[src/hdl/fcbd_pkg.sv]
// Shared constants, widths and the heading rotation table of the bias direction block.
package fcbd_pkg;

    localparam int DirFracBits = 14;
    localparam int CordicSteps = 16;
    localparam logic signed [33:0] CordicStart = 34'sd652032874;

    // Widths of the internal vectors.
    localparam int A_W = 18;
    localparam int B_W = 16;
    localparam int C_W = 21;
    localparam int R_W = 24;
    localparam int S_W = 26;
    localparam int D_W = 16;
    localparam int V_W = 32;

    localparam logic signed [15:0] RndF = 16'sd1 <<< (DirFracBits - 1);
    localparam logic signed [15:0] Rnd15 = 16'sd16384;

    // Stage counts of each pipelined unit.
    localparam int CordicLat = CordicSteps + 2;
    localparam int SplitLat = 4;
    localparam int BlendLat = 6;
    localparam int NormLat = 54;
    localparam int ThetaLat = 2;
    localparam int SpeedLat = 3;
    localparam int TotalLat = CordicLat + 2 * (SplitLat + NormLat + BlendLat + NormLat);

    function automatic logic signed [33:0] atan_turn(input logic [3:0] idx);
        logic signed [33:0] v;
        case (idx)
            4'd0:    v = 34'sd536870912;
            4'd1:    v = 34'sd316933406;
            4'd2:    v = 34'sd167458907;
            4'd3:    v = 34'sd85004756;
            4'd4:    v = 34'sd42667336;
            4'd5:    v = 34'sd21354465;
            4'd6:    v = 34'sd10679838;
            4'd7:    v = 34'sd5340245;
            4'd8:    v = 34'sd2670163;
            4'd9:    v = 34'sd1335087;
            4'd10:   v = 34'sd667544;
            4'd11:   v = 34'sd333772;
            4'd12:   v = 34'sd166886;
            4'd13:   v = 34'sd83443;
            4'd14:   v = 34'sd41722;
            4'd15:   v = 34'sd20861;
            default: v = '0;
        endcase
        return v;
    endfunction

endpackage

[src/hdl/fcbd_split.sv]
// Projects a vector on an axis and removes that part, giving the dot product and the remainder.
module fcbd_split (
    input  logic                            i_clk,
    input  logic                            i_en,
    input  logic signed [fcbd_pkg::A_W-1:0] i_ax,
    input  logic signed [fcbd_pkg::A_W-1:0] i_ay,
    input  logic signed [fcbd_pkg::B_W-1:0] i_bx,
    input  logic signed [fcbd_pkg::B_W-1:0] i_by,
    output logic signed [fcbd_pkg::C_W-1:0] o_c,
    output logic signed [fcbd_pkg::R_W-1:0] o_rx,
    output logic signed [fcbd_pkg::R_W-1:0] o_ry
);
    import fcbd_pkg::*;

    logic signed [A_W+B_W-1:0] r_pax, r_pay;
    logic signed [A_W-1:0]     r_ax1, r_ay1, r_ax2, r_ay2, r_ax3, r_ay3;
    logic signed [B_W-1:0]     r_bx1, r_by1, r_bx2, r_by2;
    logic signed [C_W-1:0]     r_c2, r_c3, r_c4;
    logic signed [C_W+B_W-1:0] r_cbx, r_cby;
    logic signed [R_W-1:0]     r_rx, r_ry;
    logic signed [A_W+B_W:0]   w_dot;
    logic signed [C_W+B_W:0]   w_rx, w_ry;

    always_comb begin
        w_dot = r_pax + r_pay + RndF;
        w_rx = r_cbx + RndF;
        w_ry = r_cby + RndF;
    end

    always_ff @(posedge i_clk) begin
        if (i_en) begin
            r_pax <= i_ax * i_bx;
            r_pay <= i_ay * i_by;
            r_ax1 <= i_ax;
            r_ay1 <= i_ay;
            r_bx1 <= i_bx;
            r_by1 <= i_by;

            r_c2  <= C_W'(w_dot >>> DirFracBits);
            r_ax2 <= r_ax1;
            r_ay2 <= r_ay1;
            r_bx2 <= r_bx1;
            r_by2 <= r_by1;

            r_cbx <= r_c2 * r_bx2;
            r_cby <= r_c2 * r_by2;
            r_c3  <= r_c2;
            r_ax3 <= r_ax2;
            r_ay3 <= r_ay2;

            r_rx  <= R_W'(r_ax3 - (w_rx >>> DirFracBits));
            r_ry  <= R_W'(r_ay3 - (w_ry >>> DirFracBits));
            r_c4  <= r_c3;
        end
    end

    assign o_c  = r_c4;
    assign o_rx = r_rx;
    assign o_ry = r_ry;
endmodule

[config.mk]
export PLATFORM = sky130hd
export DESIGN_NAME = fcbd_split
export DESIGN_NICKNAME = d
export VERILOG_FILES = /design/src/hdl/fcbd_pkg.sv /design/src/hdl/fcbd_split.sv
export SDC_FILE = /design/constraint.sdc
export NUM_CORES = 2
export LEC_CHECK = 0
export BUFFER_PORTS_ARGS = -buffer_cell sky130_fd_sc_hd__buf_2
export CAP_MARGIN = 25
export CORE_UTILIZATION = 60
export DETAILED_ROUTE_END_ITERATION = 8
export GPL_TIMING_DRIVEN = 0
export PLACE_DENSITY_LB_ADDON = 0.15
export SLEW_MARGIN = 30
export SYNTH_ARGS = -nofsm -noshare
export SYNTH_HDL_FRONTEND = slang
export SYNTH_SLANG_ARGS = --single-unit
export TNS_END_PERCENT = 5
[constraint.sdc]
create_clock -name i_clk -period 10.99 [get_ports i_clk]
set_input_delay 1.099 -clock i_clk [delete_from_list [all_inputs] [get_ports i_clk]]
set_output_delay 1.099 -clock i_clk [all_outputs]
set_load 0.005 [all_outputs]
==> results.ini <==
[final_layout]
multi_input_area_um2 = 43100
ff_latch_area_um2 = 12000
fillerInstances = 8190
layout_common_cells = inv_1, fa_1, nand2_1
area_delta_synth_final_pct = 6.61
final_common_cell = inv_1
finalNetCount = 7953
drive_above_1_share = 0.0377

[critical_path]
cp-end-kind = register
worstPathRequired_ps = 11350
critical_path_class = input pin to register
critPathMaxFanout = 10
cp-start-kind = input pin
cp.arrival_ps = 8370

[timing]
slew_headroom = 0.274
slew_violations = 0
min_period_ps = 8010
max_freq_mhz = 125
tns_ps = 0
tightest_slew_ps = 1090
grt_setup_unrepaired = false
clock_skew_ps = 32.7
setup_viol = 0
finalHoldViolCount = 0
final.period_utilization = 0.729

[global_routing]
grt_pass1_wl_um = 237000
track_usage = 0.304
grt_max_degree = 94
antenna_found_initial = 9
overflow = 0
grt_pass1_vias = 44346

[logic_synthesis]
synthTopCellsByArea = fa_1, edfxtp_1, ha_1
synth_edf_count = 399
synth_ff_type = edfxtp_1
async_reset_ff_frac = 0
ys_ff_latch = 399
synth_area_um2 = 61200
synth_cells = 5986
yosys.area.top_type = fa_1
syn-num-nets = 7763
yosysTopAreaCellShare = 0.407
synth.distinct_cells = 70
ys_seq_area_frac = 0.196
ys.warnings.count = 0
syn_avg_cell_area_um2 = 10.2

[clocking]
cts_tree = done
clk_pin_slew_ps = 70
ctsResizeCount = 0
numCtsBuffers = 46
insertion_delay_ps = 640
hold_buffers = 0
clockRootBuffer = clkbuf_16
postCtsSetupBuffers = 0
clock-sinks = 399
htree_levels = 2
cts.path.max_buffers = 3

[floorplanning]
dieArea_um2 = 103000
io_pins = 139
rows = 116
die_y_um = 321
core_um2 = 101000
start_util = 0.608
die_width_um = 321

[detailed_routing]
vias = 41520
drc = 0
ant_nets = 0
wl_per_cell_um = 19.6
drtIter0Drc = 2680
postRouteWirelength_um = 148000
first_pass_iters = 5
viasPerCell = 5.48

[run]
drv_cap = 0

[place]
gp_congestion = 0.958
portBuffers = 138
dp_hpwl_um = 122000

[status]
status = complete, no violations

[min_path]
hold_path.class = register to register

==> final timing paths <==
check | startpoint | to | slack [ps] | cells past startpoint
max | i_bx[4] | r_pax[31] | 2980 | 24
min | r_bx1[15] | r_bx2[15] | 410 | 0
max reg2reg | r_c2[10] | r_cby[36] | 3010 | 21
min reg2reg | r_bx1[15] | r_bx2[15] | 410 | 0
==> sequential cells by signal, summed over array words and instances, names as in the netlist, 21 cells and up <==
signal / count
r_pay: 34
o_ry: 24
r_cby: 24
r_c2: 21
o_c: 21
o_rx: 24
r_pax: 34
r_c3: 21
r_cbx: 24
==> routing by layer <==
metal / vias to the layer above / GRT usage / part of all wire
met3: 409 / 0.0557 / 0.076
met4: 6 / 0.136 / 0.050
met5: - / 0 / 0.00025
li1: 18438 / - / -
met2: 1488 / 0.516 / 0.50
met1: 21179 / 0.379 / 0.38
==> worst max-delay path, cell delays in order <==
cell	delay [ps]
buf_2	110
clkbuf_1	530
clkbuf_1	560
nand2_1	170
fa_1	570
inv_1	50
fa_1	470
inv_1	50
fa_1	470
fa_1	560
inv_1	60
fa_1	500
fa_1	460
ha_1	360
a21o_1	200
a21oi_1	340
o221ai_1	150
o21bai_1	220
o311ai_2	280
nand2_1	170
a221oi_1	510
o21bai_1	170
mux2_2	250
nand3_1	70
==> final cells by class <==
type	instances	share of cell area
multi-input combinational	3963	0.661
sequential	399	0.184
inverter	1415	0.0814
tap	1357	0.0260
clock buffer	53	0.0184
timing repair buffer	142	0.0124
buffer	209	0.0120
clock inverter	31	0.00495
antenna	6	0.000230
==> logic make-up (layout without fill, tap and decap cells) <==
family,after synthesis,in the layout,synth area share
buf+inv,1624,1850,0.0996
fa+ha+maj,1707,1707,0.502
xor+xnor,232,232,0.0332
flops,399,399,0.196
mux,3,3,0.000511
other cells,0,6,0
compound gates,389,389,0.0419
simple gates,1632,1632,0.127
==> metrics by stage <==
stage	setup WS [ps]	utilization	cell area (um2)	std cells	hold slack, ps
5_1_grt	2510	0.648	65200	7571	407
3_5_place_dp	2390	0.633	63700	7485	405
4_1_cts	3040	0.648	65200	7569	409
2_1_floorplan	3750	-	61200	5986	400
6_report	2980	0.648	65200	7575	408
3_3_place_gp	2420	0.632	63600	7481	401
==> cells in the mapped netlist, drive strengths merged, types with 3 or more instances <==
cell     number
a21oi       113
edfxtp      399
and4          3
nor2b        18
xnor2       164
a211o         5
o31ai         4
a31oi        14
ha          463
or3           9
nand3        47
a21o         57
nor4          3
a211oi       16
nand2b       43
and2        460
clkbuf      206
a41oi         4
nor3b         4
nor2        168
o211ai       18
inv        1413
a2111oi       6
o21ai        73
a221oi        4
o21bai       17
xor2         68
and3         33
or2           5
nand2       786
a41o          3
nand3b        4
or4           4
o21a         30
buf           3
a21boi        3
nand4        23
fa         1244
nor3         22
Power is not shown: default switching activity piles up to over one toggle a cycle in this logic, so the estimate is an artifact.
